$ cat src/rtl/core/irc_line_tokenizer_defines.svh
// Assertion macros shared by the tokenizer RTL.
`ifndef IRC_LINE_TOKENIZER_DEFINES_SVH
`define IRC_LINE_TOKENIZER_DEFINES_SVH

`ifndef SYNTHESIS

`define IRCLT_ASSERT(lbl, clk, rst_n, prop, msg) \
    lbl: assert property (@(posedge clk) disable iff (!rst_n) (prop)) else $error(msg);

`define IRCLT_ASSERT_NEXT(lbl, clk, rst_n, ante, cons, msg) \
    lbl: assert property (@(posedge clk) disable iff (!rst_n) (ante) |=> (cons)) else $error(msg);

`else

`define IRCLT_ASSERT(lbl, clk, rst_n, prop, msg)

`define IRCLT_ASSERT_NEXT(lbl, clk, rst_n, ante, cons, msg)

`endif

`endif

$ cat src/rtl/core/irclt_pkg.sv
// Types, character codes and helper functions of the IRC line tokenizer.
package irclt_pkg;

    localparam int DEF_MAX_TAGS   = 32;
    localparam int DEF_MAX_PARAMS = 15;

    // Output word queue depth; the input is taken only with two slots free.
    localparam int Q_DEPTH = 4;
    localparam int Q_PTR_W = 2;
    localparam int Q_CNT_W = 3;

    // Internal field index width, wide enough for indices up to 255; the output word keeps five bits.
    localparam int IDX_W = 8;

    localparam logic [7:0] CH_AT     = 8'h40;
    localparam logic [7:0] CH_COLON  = 8'h3A;
    localparam logic [7:0] CH_SEMI   = 8'h3B;
    localparam logic [7:0] CH_EQUAL  = 8'h3D;
    localparam logic [7:0] CH_BSLASH = 8'h5C;
    localparam logic [7:0] CH_S      = 8'h73;
    localparam logic [7:0] CH_R      = 8'h72;
    localparam logic [7:0] CH_N      = 8'h6E;
    localparam logic [7:0] CH_SPACE  = 8'h20;
    localparam logic [7:0] CH_CR     = 8'h0D;
    localparam logic [7:0] CH_LF     = 8'h0A;
    localparam logic [7:0] CH_LOW_A  = 8'h61;
    localparam logic [7:0] CH_LOW_Z  = 8'h7A;
    localparam logic [7:0] CASE_GAP  = 8'h20;

    localparam logic [2:0] KIND_TAG_KEY  = 3'd0;
    localparam logic [2:0] KIND_TAG_VAL  = 3'd1;
    localparam logic [2:0] KIND_PREFIX   = 3'd2;
    localparam logic [2:0] KIND_COMMAND  = 3'd3;
    localparam logic [2:0] KIND_MIDDLE   = 3'd4;
    localparam logic [2:0] KIND_TRAILING = 3'd5;

    localparam logic [1:0] ST_OK       = 2'd0;
    localparam logic [1:0] ST_NO_SPACE = 2'd1;
    localparam logic [1:0] ST_SATURATE = 2'd2;

    typedef enum logic [13:0] {
        PH_START       = 14'b00000000000001,
        PH_TAG_GAP     = 14'b00000000000010,
        PH_TAG_KEY     = 14'b00000000000100,
        PH_TAG_VAL     = 14'b00000000001000,
        PH_TAG_SKIP    = 14'b00000000010000,
        PH_PRE_SPACE   = 14'b00000000100000,
        PH_PREFIX      = 14'b00000001000000,
        PH_CMD_START   = 14'b00000010000000,
        PH_CMD         = 14'b00000100000000,
        PH_PARAM_GAP   = 14'b00001000000000,
        PH_MIDDLE      = 14'b00010000000000,
        PH_MIDDLE_SKIP = 14'b00100000000000,
        PH_TRAILING    = 14'b01000000000000,
        PH_IGNORE      = 14'b10000000000000
    } t_phase;

    typedef struct packed {
        logic [7:0] out_byte;
        logic [2:0] field_kind;
        logic [4:0] field_index;
        logic       field_start;
        logic       line_done;
        logic [5:0] tags_found;
        logic [3:0] params_found;
        logic       trailing_seen;
        logic [1:0] status;
    } t_result;

    function automatic logic [7:0] to_upper(input logic [7:0] b);
        logic [7:0] r;
        r = b;
        if (b >= CH_LOW_A && b <= CH_LOW_Z) begin
            r = b - CASE_GAP;
        end
        return r;
    endfunction

    function automatic logic [7:0] unescape(input logic [7:0] b);
        logic [7:0] r;
        case (b)
            CH_COLON: r = CH_SEMI;
            CH_S:     r = CH_SPACE;
            CH_R:     r = CH_CR;
            CH_N:     r = CH_LF;
            default:  r = b;
        endcase
        return r;
    endfunction

endpackage

$ cat src/rtl/core/irc_line_tokenizer.sv
// IRC line tokenizer: labels each byte of a message line and closes it with a summary word.
//
//   Channel | Handshake                    | Words
//   --------+------------------------------+---------------------------------------------
//   input   | i_in_valid / o_in_stall      | i_in_byte, i_end_of_line
//   output  | o_out_valid / i_out_stall    | o_out_byte ... o_status (byte or summary)
//
// One input byte is taken every cycle while the input is not stalled; the state update is done in the accepting cycle.
// A byte yields up to two output words (a labeled byte plus the end-of-line summary),
// which go into a four-word output queue.
// Input is stalled while fewer than two queue slots are free.
// Reset is synchronous and returns the parser to line start with an empty queue.
`include "irc_line_tokenizer_defines.svh"

module irc_line_tokenizer #(
    parameter int MAX_TAGS   = irclt_pkg::DEF_MAX_TAGS,
    parameter int MAX_PARAMS = irclt_pkg::DEF_MAX_PARAMS
) (
    input  logic       i_clk,
    input  logic       i_rst_n,
    input  logic       i_in_valid,
    output logic       o_in_stall,
    input  logic [7:0] i_in_byte,
    input  logic       i_end_of_line,
    output logic       o_out_valid,
    input  logic       i_out_stall,
    output logic [7:0] o_out_byte,
    output logic [2:0] o_field_kind,
    output logic [4:0] o_field_index,
    output logic       o_field_start,
    output logic       o_line_done,
    output logic [5:0] o_tags_found,
    output logic [3:0] o_params_found,
    output logic       o_trailing_seen,
    output logic [1:0] o_status
);

    localparam int TW = $clog2(MAX_TAGS + 1);
    localparam int PW = $clog2(MAX_PARAMS + 1);

    irclt_pkg::t_phase r_phase, n_phase;
    logic              r_esc, n_esc;
    logic              r_fresh, n_fresh;
    logic [TW-1:0]     r_tag, n_tag;
    logic [PW-1:0]     r_param, n_param;
    logic              r_trail, n_trail;
    logic              r_ovf, n_ovf;

    irclt_pkg::t_result            r_mem [irclt_pkg::Q_DEPTH];
    logic [irclt_pkg::Q_PTR_W-1:0] r_wr, r_rd;
    logic [irclt_pkg::Q_CNT_W-1:0] r_count, n_count;

    logic                      in_acc, out_acc;
    logic                      p_vld, p_start;
    logic [7:0]                p_byte;
    logic [2:0]                p_kind;
    logic [irclt_pkg::IDX_W-1:0] p_idx;
    logic [TW-1:0]             ti;
    logic [PW-1:0]             pi;
    logic                      tag_full, param_full, is_crlf, in_tags;
    irclt_pkg::t_result        byte_res, sum_res, e0, e1;
    logic [1:0]                push;

    assign in_acc     = i_in_valid && !o_in_stall;
    assign out_acc    = o_out_valid && !i_out_stall;
    assign o_in_stall = r_count > irclt_pkg::Q_CNT_W'(irclt_pkg::Q_DEPTH - 2);
    assign o_out_valid = r_count != '0;

    assign ti         = (r_tag != '0) ? r_tag - 1'b1 : '0;
    assign pi         = (r_param != '0) ? r_param - 1'b1 : '0;
    assign tag_full   = r_tag >= TW'(MAX_TAGS);
    assign param_full = r_param >= PW'(MAX_PARAMS);
    assign is_crlf    = i_in_byte == irclt_pkg::CH_CR || i_in_byte == irclt_pkg::CH_LF;

    // Next parser state and the byte word, if any, for the byte at the input.
    always_comb begin
        logic fr;
        logic done;
        n_phase = r_phase;
        n_esc   = r_esc;
        n_tag   = r_tag;
        n_param = r_param;
        n_trail = r_trail;
        n_ovf   = r_ovf;
        fr      = r_fresh;
        done    = 1'b0;
        p_vld   = 1'b0;
        p_byte  = '0;
        p_kind  = irclt_pkg::KIND_TAG_KEY;
        p_idx   = '0;
        p_start = 1'b0;
        if (!is_crlf) begin
            unique case (r_phase)
                irclt_pkg::PH_START: begin
                    if (i_in_byte == irclt_pkg::CH_AT) begin
                        n_phase = irclt_pkg::PH_TAG_GAP;
                    end else if (i_in_byte == irclt_pkg::CH_COLON) begin
                        fr = 1'b1;
                        n_phase = irclt_pkg::PH_PREFIX;
                    end else if (i_in_byte == irclt_pkg::CH_SPACE) begin
                        n_phase = irclt_pkg::PH_PARAM_GAP;
                    end else begin
                        p_vld = 1'b1; p_byte = irclt_pkg::to_upper(i_in_byte);
                        p_kind = irclt_pkg::KIND_COMMAND; p_start = 1'b1; fr = 1'b0;
                        n_phase = irclt_pkg::PH_CMD;
                    end
                end
                irclt_pkg::PH_TAG_GAP: begin
                    if (i_in_byte == irclt_pkg::CH_SEMI) begin
                        n_phase = r_phase;
                    end else if (i_in_byte == irclt_pkg::CH_SPACE) begin
                        n_phase = irclt_pkg::PH_PRE_SPACE;
                    end else if (tag_full) begin
                        n_ovf = 1'b1;
                        n_phase = irclt_pkg::PH_TAG_SKIP;
                    end else begin
                        n_tag = r_tag + 1'b1;
                        fr = 1'b1;
                        if (i_in_byte == irclt_pkg::CH_EQUAL) begin
                            n_phase = irclt_pkg::PH_TAG_VAL;
                        end else begin
                            p_vld = 1'b1; p_byte = i_in_byte;
                            p_kind = irclt_pkg::KIND_TAG_KEY;
                            p_idx = irclt_pkg::IDX_W'(r_tag); p_start = fr; fr = 1'b0;
                            n_phase = irclt_pkg::PH_TAG_KEY;
                        end
                    end
                end
                irclt_pkg::PH_TAG_KEY: begin
                    if (i_in_byte == irclt_pkg::CH_SEMI) begin
                        n_phase = irclt_pkg::PH_TAG_GAP;
                    end else if (i_in_byte == irclt_pkg::CH_SPACE) begin
                        n_phase = irclt_pkg::PH_PRE_SPACE;
                    end else if (i_in_byte == irclt_pkg::CH_EQUAL) begin
                        fr = 1'b1;
                        n_phase = irclt_pkg::PH_TAG_VAL;
                    end else begin
                        p_vld = 1'b1; p_byte = i_in_byte;
                        p_kind = irclt_pkg::KIND_TAG_KEY;
                        p_idx = irclt_pkg::IDX_W'(ti); p_start = fr; fr = 1'b0;
                    end
                end
                irclt_pkg::PH_TAG_VAL: begin
                    p_kind = irclt_pkg::KIND_TAG_VAL;
                    p_idx  = irclt_pkg::IDX_W'(ti);
                    if (r_esc) begin
                        n_esc = 1'b0;
                        p_vld = 1'b1; p_start = fr; fr = 1'b0;
                        // A backslash before a separator is kept literally.
                        if (i_in_byte != irclt_pkg::CH_SEMI &&
                            i_in_byte != irclt_pkg::CH_SPACE) begin
                            p_byte = irclt_pkg::unescape(i_in_byte);
                            done = 1'b1;
                        end else begin
                            p_byte = irclt_pkg::CH_BSLASH;
                        end
                    end
                    if (!done) begin
                        if (i_in_byte == irclt_pkg::CH_BSLASH) begin
                            n_esc = 1'b1;
                        end else if (i_in_byte == irclt_pkg::CH_SEMI) begin
                            n_phase = irclt_pkg::PH_TAG_GAP;
                        end else if (i_in_byte == irclt_pkg::CH_SPACE) begin
                            n_phase = irclt_pkg::PH_PRE_SPACE;
                        end else begin
                            p_vld = 1'b1; p_byte = i_in_byte; p_start = fr; fr = 1'b0;
                        end
                    end
                end
                irclt_pkg::PH_TAG_SKIP: begin
                    if (i_in_byte == irclt_pkg::CH_SEMI) begin
                        n_phase = irclt_pkg::PH_TAG_GAP;
                    end else if (i_in_byte == irclt_pkg::CH_SPACE) begin
                        n_phase = irclt_pkg::PH_PRE_SPACE;
                    end
                end
                irclt_pkg::PH_PRE_SPACE: begin
                    if (i_in_byte == irclt_pkg::CH_SPACE) begin
                        n_phase = r_phase;
                    end else if (i_in_byte == irclt_pkg::CH_COLON) begin
                        fr = 1'b1;
                        n_phase = irclt_pkg::PH_PREFIX;
                    end else begin
                        p_vld = 1'b1; p_byte = irclt_pkg::to_upper(i_in_byte);
                        p_kind = irclt_pkg::KIND_COMMAND; p_start = 1'b1; fr = 1'b0;
                        n_phase = irclt_pkg::PH_CMD;
                    end
                end
                irclt_pkg::PH_PREFIX: begin
                    if (i_in_byte == irclt_pkg::CH_SPACE) begin
                        n_phase = irclt_pkg::PH_CMD_START;
                    end else begin
                        p_vld = 1'b1; p_byte = i_in_byte;
                        p_kind = irclt_pkg::KIND_PREFIX; p_start = fr; fr = 1'b0;
                    end
                end
                irclt_pkg::PH_CMD_START: begin
                    if (i_in_byte != irclt_pkg::CH_SPACE) begin
                        p_vld = 1'b1; p_byte = irclt_pkg::to_upper(i_in_byte);
                        p_kind = irclt_pkg::KIND_COMMAND; p_start = 1'b1; fr = 1'b0;
                        n_phase = irclt_pkg::PH_CMD;
                    end
                end
                irclt_pkg::PH_CMD: begin
                    if (i_in_byte == irclt_pkg::CH_SPACE) begin
                        n_phase = irclt_pkg::PH_PARAM_GAP;
                    end else begin
                        p_vld = 1'b1; p_byte = irclt_pkg::to_upper(i_in_byte);
                        p_kind = irclt_pkg::KIND_COMMAND; p_start = fr; fr = 1'b0;
                    end
                end
                irclt_pkg::PH_PARAM_GAP: begin
                    if (i_in_byte == irclt_pkg::CH_SPACE) begin
                        n_phase = r_phase;
                    end else if (i_in_byte == irclt_pkg::CH_COLON) begin
                        // A dropped trailing parameter still counts as seen.
                        n_trail = 1'b1;
                        if (param_full) begin
                            n_ovf = 1'b1;
                            n_phase = irclt_pkg::PH_IGNORE;
                        end else begin
                            n_param = r_param + 1'b1;
                            fr = 1'b1;
                            n_phase = irclt_pkg::PH_TRAILING;
                        end
                    end else if (param_full) begin
                        n_ovf = 1'b1;
                        n_phase = irclt_pkg::PH_MIDDLE_SKIP;
                    end else begin
                        n_param = r_param + 1'b1;
                        p_vld = 1'b1; p_byte = i_in_byte;
                        p_kind = irclt_pkg::KIND_MIDDLE;
                        p_idx = irclt_pkg::IDX_W'(r_param); p_start = 1'b1; fr = 1'b0;
                        n_phase = irclt_pkg::PH_MIDDLE;
                    end
                end
                irclt_pkg::PH_MIDDLE: begin
                    if (i_in_byte == irclt_pkg::CH_SPACE) begin
                        n_phase = irclt_pkg::PH_PARAM_GAP;
                    end else begin
                        p_vld = 1'b1; p_byte = i_in_byte;
                        p_kind = irclt_pkg::KIND_MIDDLE;
                        p_idx = irclt_pkg::IDX_W'(pi); p_start = fr; fr = 1'b0;
                    end
                end
                irclt_pkg::PH_MIDDLE_SKIP: begin
                    if (i_in_byte == irclt_pkg::CH_SPACE) begin
                        n_phase = irclt_pkg::PH_PARAM_GAP;
                    end
                end
                irclt_pkg::PH_TRAILING: begin
                    p_vld = 1'b1; p_byte = i_in_byte;
                    p_kind = irclt_pkg::KIND_TRAILING;
                    p_idx = irclt_pkg::IDX_W'(pi); p_start = fr; fr = 1'b0;
                end
                irclt_pkg::PH_IGNORE: begin
                    n_phase = r_phase;
                end
                default: begin
                    n_phase = r_phase;
                end
            endcase
        end
        // A backslash left open at end of line is emitted literally. It never
        // coincides with a byte word from the same input byte.
        if (i_end_of_line && n_phase == irclt_pkg::PH_TAG_VAL && n_esc) begin
            p_vld = 1'b1; p_byte = irclt_pkg::CH_BSLASH;
            p_kind = irclt_pkg::KIND_TAG_VAL;
            p_idx = irclt_pkg::IDX_W'(ti); p_start = fr; fr = 1'b0;
            n_esc = 1'b0;
        end
        n_fresh = fr;
    end

    assign in_tags = n_phase == irclt_pkg::PH_TAG_GAP || n_phase == irclt_pkg::PH_TAG_KEY ||
                     n_phase == irclt_pkg::PH_TAG_VAL || n_phase == irclt_pkg::PH_TAG_SKIP;

    always_comb begin
        byte_res = '0;
        byte_res.out_byte    = p_byte;
        byte_res.field_kind  = p_kind;
        byte_res.field_index = p_idx[4:0];
        byte_res.field_start = p_start;

        sum_res = '0;
        sum_res.line_done = 1'b1;
        if (in_tags) begin
            sum_res.status = irclt_pkg::ST_NO_SPACE;
        end else begin
            sum_res.tags_found    = 6'(n_tag);
            sum_res.params_found  = 4'(n_param);
            sum_res.trailing_seen = n_trail;
            sum_res.status        = n_ovf ? irclt_pkg::ST_SATURATE : irclt_pkg::ST_OK;
        end

        if (p_vld) begin
            e0   = byte_res;
            e1   = sum_res;
            push = i_end_of_line ? 2'd2 : 2'd1;
        end else begin
            e0   = sum_res;
            e1   = sum_res;
            push = i_end_of_line ? 2'd1 : 2'd0;
        end
    end

    always_comb begin
        n_count = r_count;
        if (in_acc) begin
            n_count = n_count + irclt_pkg::Q_CNT_W'(push);
        end
        if (out_acc) begin
            n_count = n_count - 1'b1;
        end
    end

    always_ff @(posedge i_clk) begin
        if (!i_rst_n) begin
            r_phase <= irclt_pkg::PH_START;
            r_esc   <= 1'b0;
            r_fresh <= 1'b1;
            r_tag   <= '0;
            r_param <= '0;
            r_trail <= 1'b0;
            r_ovf   <= 1'b0;
        end else if (in_acc) begin
            if (i_end_of_line) begin
                r_phase <= irclt_pkg::PH_START;
                r_esc   <= 1'b0;
                r_fresh <= 1'b1;
                r_tag   <= '0;
                r_param <= '0;
                r_trail <= 1'b0;
                r_ovf   <= 1'b0;
            end else begin
                r_phase <= n_phase;
                r_esc   <= n_esc;
                r_fresh <= n_fresh;
                r_tag   <= n_tag;
                r_param <= n_param;
                r_trail <= n_trail;
                r_ovf   <= n_ovf;
            end
        end
    end

    always_ff @(posedge i_clk) begin
        if (!i_rst_n) begin
            r_wr    <= '0;
            r_rd    <= '0;
            r_count <= '0;
        end else begin
            r_count <= n_count;
            if (in_acc) begin
                r_wr <= r_wr + irclt_pkg::Q_PTR_W'(push);
            end
            if (out_acc) begin
                r_rd <= r_rd + 1'b1;
            end
        end
    end

    always_ff @(posedge i_clk) begin
        if (in_acc && push != 2'd0) begin
            r_mem[r_wr] <= e0;
        end
        if (in_acc && push == 2'd2) begin
            r_mem[r_wr + 1'b1] <= e1;
        end
    end

    assign o_out_byte      = r_mem[r_rd].out_byte;
    assign o_field_kind    = r_mem[r_rd].field_kind;
    assign o_field_index   = r_mem[r_rd].field_index;
    assign o_field_start   = r_mem[r_rd].field_start;
    assign o_line_done     = r_mem[r_rd].line_done;
    assign o_tags_found    = r_mem[r_rd].tags_found;
    assign o_params_found  = r_mem[r_rd].params_found;
    assign o_trailing_seen = r_mem[r_rd].trailing_seen;
    assign o_status        = r_mem[r_rd].status;

    `IRCLT_ASSERT(a_queue_bound, i_clk, i_rst_n, r_count <= irclt_pkg::Q_CNT_W'(irclt_pkg::Q_DEPTH), "output queue count exceeds its depth")
    `IRCLT_ASSERT(a_esc_in_value, i_clk, i_rst_n, !r_esc || r_phase == irclt_pkg::PH_TAG_VAL, "escape pending outside a tag value")
    `IRCLT_ASSERT(a_tag_bound, i_clk, i_rst_n, r_tag <= TW'(MAX_TAGS), "tag count beyond its limit")
    `IRCLT_ASSERT(a_param_bound, i_clk, i_rst_n, r_param <= PW'(MAX_PARAMS), "parameter count beyond its limit")
    `IRCLT_ASSERT_NEXT(a_eol_clears, i_clk, i_rst_n, in_acc && i_end_of_line, r_phase == irclt_pkg::PH_START && r_tag == '0 && r_param == '0, "line state not cleared after end of line")

endmodule

$ cat config.mk
export PLATFORM = sky130hd
export DESIGN_NAME = irc_line_tokenizer
export DESIGN_NICKNAME = d
export VERILOG_FILES = /design/src/rtl/core/irclt_pkg.sv /design/src/rtl/core/irc_line_tokenizer.sv
export VERILOG_INCLUDE_DIRS = /design/src /design/src/rtl/core
export SDC_FILE = /design/constraint.sdc
export NUM_CORES = 1
export LEC_CHECK = 0
export CAP_MARGIN = 40
export CORE_MARGIN = 8
export CORE_UTILIZATION = 35
export DETAILED_ROUTE_END_ITERATION = 8
export DONT_BUFFER_PORTS = 1
export PLACE_DENSITY_LB_ADDON = 0.12
export SYNTH_ARGS = -nofsm -noshare
export SYNTH_HDL_FRONTEND = slang
export SYNTH_SLANG_ARGS = --single-unit
$ cat constraint.sdc
create_clock -name i_clk -period 4.5 [get_ports i_clk]
set_clock_uncertainty 0.05 [all_clocks]
set_input_delay 0.675 -clock i_clk [delete_from_list [all_inputs] [get_ports i_clk]]
set_output_delay 0.675 -clock i_clk [all_outputs]
set_load 0.05 [all_outputs]
==> flow_metrics.py <==
metrics = {
    "clock_network": {
        "htree_levels": 4,
        "clock_sinks": 161,
        "ctsHoldBuffers": 0,
        "cts_max_path_buffers": 2,
        "insertion_delay_ps": 440,
        "cts_root_buf": "clkbuf_16",
        "cts_tree": "done",
        "cts_buffers": 17,
        "path_clk_slew_ps": 70,
    },
    "synthesis": {
        "ys_warn_count": 0,
        "synth_commonest_cells": "dfxtp_1, nand2_1, nor2_1",
        "ys_types": 76,
        "synth_top_area_cell": "dfxtp_1",
        "synth-seq-cells": 161,
        "netlist_instances": 1037,
        "synth_area_leaders": "dfxtp_1, edfxtp_1, mux4_2, nand3_1, nand2_1",
        "syn_area_sq_um": 9160,
        "avgSynthCellArea_sq_um": 8.83,
        "ys_seq_area_share_pct": 40.9,
        "synth_top_cell_area_share_pct": 23.8,
        "synth_nets": 1063,
        "synth_edf_count": 52,
        "ys.flop_type": "dfxtp_1",
        "async_reset_ff_share_pct": 0,
    },
    "timing": {
        "setup_viol": 0,
        "period_needed_ps": 4340,
        "setup_tns_ps": 0,
        "tightest_slew_ps": 769,
        "hold-worst-slack_ps": 271,
        "timing.fmax_mhz": 231,
        "final-hold-violation-count": 0,
        "drv_slew": 0,
        "maxSlewHeadroom_pct": 48.2,
        "period_share_pct": 96.4,
    },
    "setup_path": {
        "required_ps": 4780,
        "crit_type": "flop to flop",
        "critPathMaxStageDelay_ps": 690,
        "path_cells": "buf_4 > or4b_2 > a21oi_2 > o2bb2ai_2 > and3_4 > buf_4 > nor4_4 > a2bb2oi_1 > nand3_1 > nor3_2 > or2_4 > ha_4 > ha_4 > inv_2 > fa_1 > nor2_1 > a21oi_2 > ha_2 > nand2_2 > xor2_1 > and2_1",
        "worstPathMaxFanout": 9,
        "worst_path_max_delay_cell": "or4b_2",
        "startpoint": "r_phase[1]",
        "endpoint": "r_count[2]",
        "r2r-start": "r_phase[1]",
        "rr_worst_depth": 21,
        "cp-start-kind": "flop",
        "rrSetupSlack_ps": 160,
        "worstSetupEndpointType": "flop",
        "rr_endpoint": "r_count[2]",
        "worstPathArrival_ps": 4620,
    },
    "power_and_ir_drop": {
        "leakage_nw": 4.16,
        "power.density_nw_per_um2": 514,
        "ir_drop_mv": 0.308,
    },
    "route": {
        "postRouteAntennaNets": 0,
        "drc": 0,
        "dr.pass1.iters": 5,
        "wire_per_inst_microns": 21.5,
        "vias": 8370,
        "via_per_inst": 5.74,
        "wirelength_microns": 31300,
        "dr.first_iter.drc_count": 662,
    },
    "hold_path": {
        "min-delay-start": "i_rst_n",
        "hold_class": "input port to flop",
    },
    "finish": {
        "final_util_pct": 43.2,
        "drive_gt1_share_pct": 23.3,
        "final_nets": 1135,
        "n_antenna_cell": 0,
        "areaGrowthSynthToFinish_pct": 22.2,
    },
    "global_route": {
        "grt_max_degree": 33,
        "grt_overflow": 0,
        "grt_pass1_vias": 8167,
        "grt_usage_pct": 19.8,
        "grt_pass1_wl_microns": 48300,
        "antenna_found_initial": 0,
    },
    "placed_design": {
        "gp_congestion": 0.931,
        "dp_hpwl_microns": 22600,
        "io_buffer_count": 0,
    },
    "floorplanning": {
        "dieArea_sq_um": 31600,
        "start_util_pct": 35.3,
        "die_y_microns": 178,
        "die_w_microns": 178,
        "num_rows": 59,
        "core-area_sq_um": 25900,
        "num_io_pins": 46,
    },
    "run_status": {
        "status": "finished, final reports clean",
    },
    "run": {
        "drv_cap": 0,
    },
}
-- stage by stage --
| stage | cells | setup WS [ps] | power, mW | instance area, sq um |
|---|---|---|---|---|
| floorplan | 1037 | -75.3 | 3.63 | 9320 |
| global placement | 1412 | -2.06 | 4.17 | 10300 |
| detailed placement | 1415 | -92.3 | 4.19 | 10300 |
| CTS | 1447 | 3.38 | 5.70 | 10900 |
| global route | 1457 | -18.1 | 6.04 | 11200 |
| finish | 1457 | 163 | 5.75 | 11200 |
-- state kept, by name, summed over array words and instances, names as in the netlist, 2 cells and up, named ones only --
signal	count
r_count	3
r_wr	2
r_mem	124
r_phase	14
r_tag	6
r_rd	2
r_param	4
-- where the power goes --
group / total, mW / switching, mW / internal [mW]
sequential: 2.02 / 0.198 / 1.82
combinational: 2.21 / 1.44 / 0.776
clock: 1.51 / 0.715 / 0.799
-- cell families (layout without fill, tap and decap cells) --
group	after synthesis	after routing	share of synthesized area (%)
AND/OR/NAND/NOR	476	476	26.7
XOR/XNOR	17	17	1.63
AO/OA/AOI/OAI	234	234	16.0
multiplexers	41	41	8.72
flip-flops	161	161	40.9
buffers and inverters	95	180	4.20
adder cells (fa/ha/maj)	13	13	1.86
-- metal layers --
metal,vias up,routed length (microns),global-route usage (%)
met3,55,1510,3.43
met5,-,0,0
met1,4111,14500,26.7
met2,235,14400,31.7
li1,3969,-,-
met4,0,843,6.84
-- worst min-delay path by stage --
| stage | end | slack (ps) | cells after the start |
|---|---|---|---|
| floorplan | r_mem[2][13] | 370 | 2 |
| global placement | r_mem[1][13] | 380 | 2 |
| detailed placement | r_mem[0][13] | 390 | 2 |
| CTS | r_fresh | 250 | 1 |
| global route | r_fresh | 260 | 1 |
| finish | r_fresh | 270 | 1 |
-- layout make-up --
| cell class | count | area [sq um] |
|---|---|---|
| multi-input cells | 781 | 5340 |
| inverters | 16 | 62.6 |
| repair buffers | 132 | 1010 |
| flip-flops and latches | 161 | 3750 |
| clock inverters | 15 | 183 |
| well taps | 335 | 419 |
| fillers | 2556 | 14700 |
| clock buffers | 17 | 425 |
-- timing repair --
action | CTS | global route
setup buffers | 0 | 9
pin swaps | 0 | 19
setup endpoints to repair | 1 | 2
gates cloned | 0 | 1
resized for setup | 4 | 45
-- worst max-delay path: cells and delay by family, from the launching register on --
kind                       cells  cell delay (ps)
adders and majority gates      4             1060
xor gates and xnor gates       1              170
buffers and inverters          3              330
AOI/OAI and AO/OA              4              600
and+or+nand+nor                9             1660
DFF                            1              360
-- layout by cell type (no fill, tap or decap), types with 11 or more instances in the layout --
master,count
nor3_1,20
buf_4,127
and3_1,12
o21ai_0,71
edfxtp_1,52
and2_1,18
nor2_1,104
nand2_1,107
clkbuf_16,17
nand3_1,90
a21oi_1,34
nor2b_1,21
dfxtp_1,103
a21boi_0,11
a21o_1,11
o21ai_1,26
inv_1,14
nand4_1,19
mux4_2,31
(Power assumes the default switching activity.)
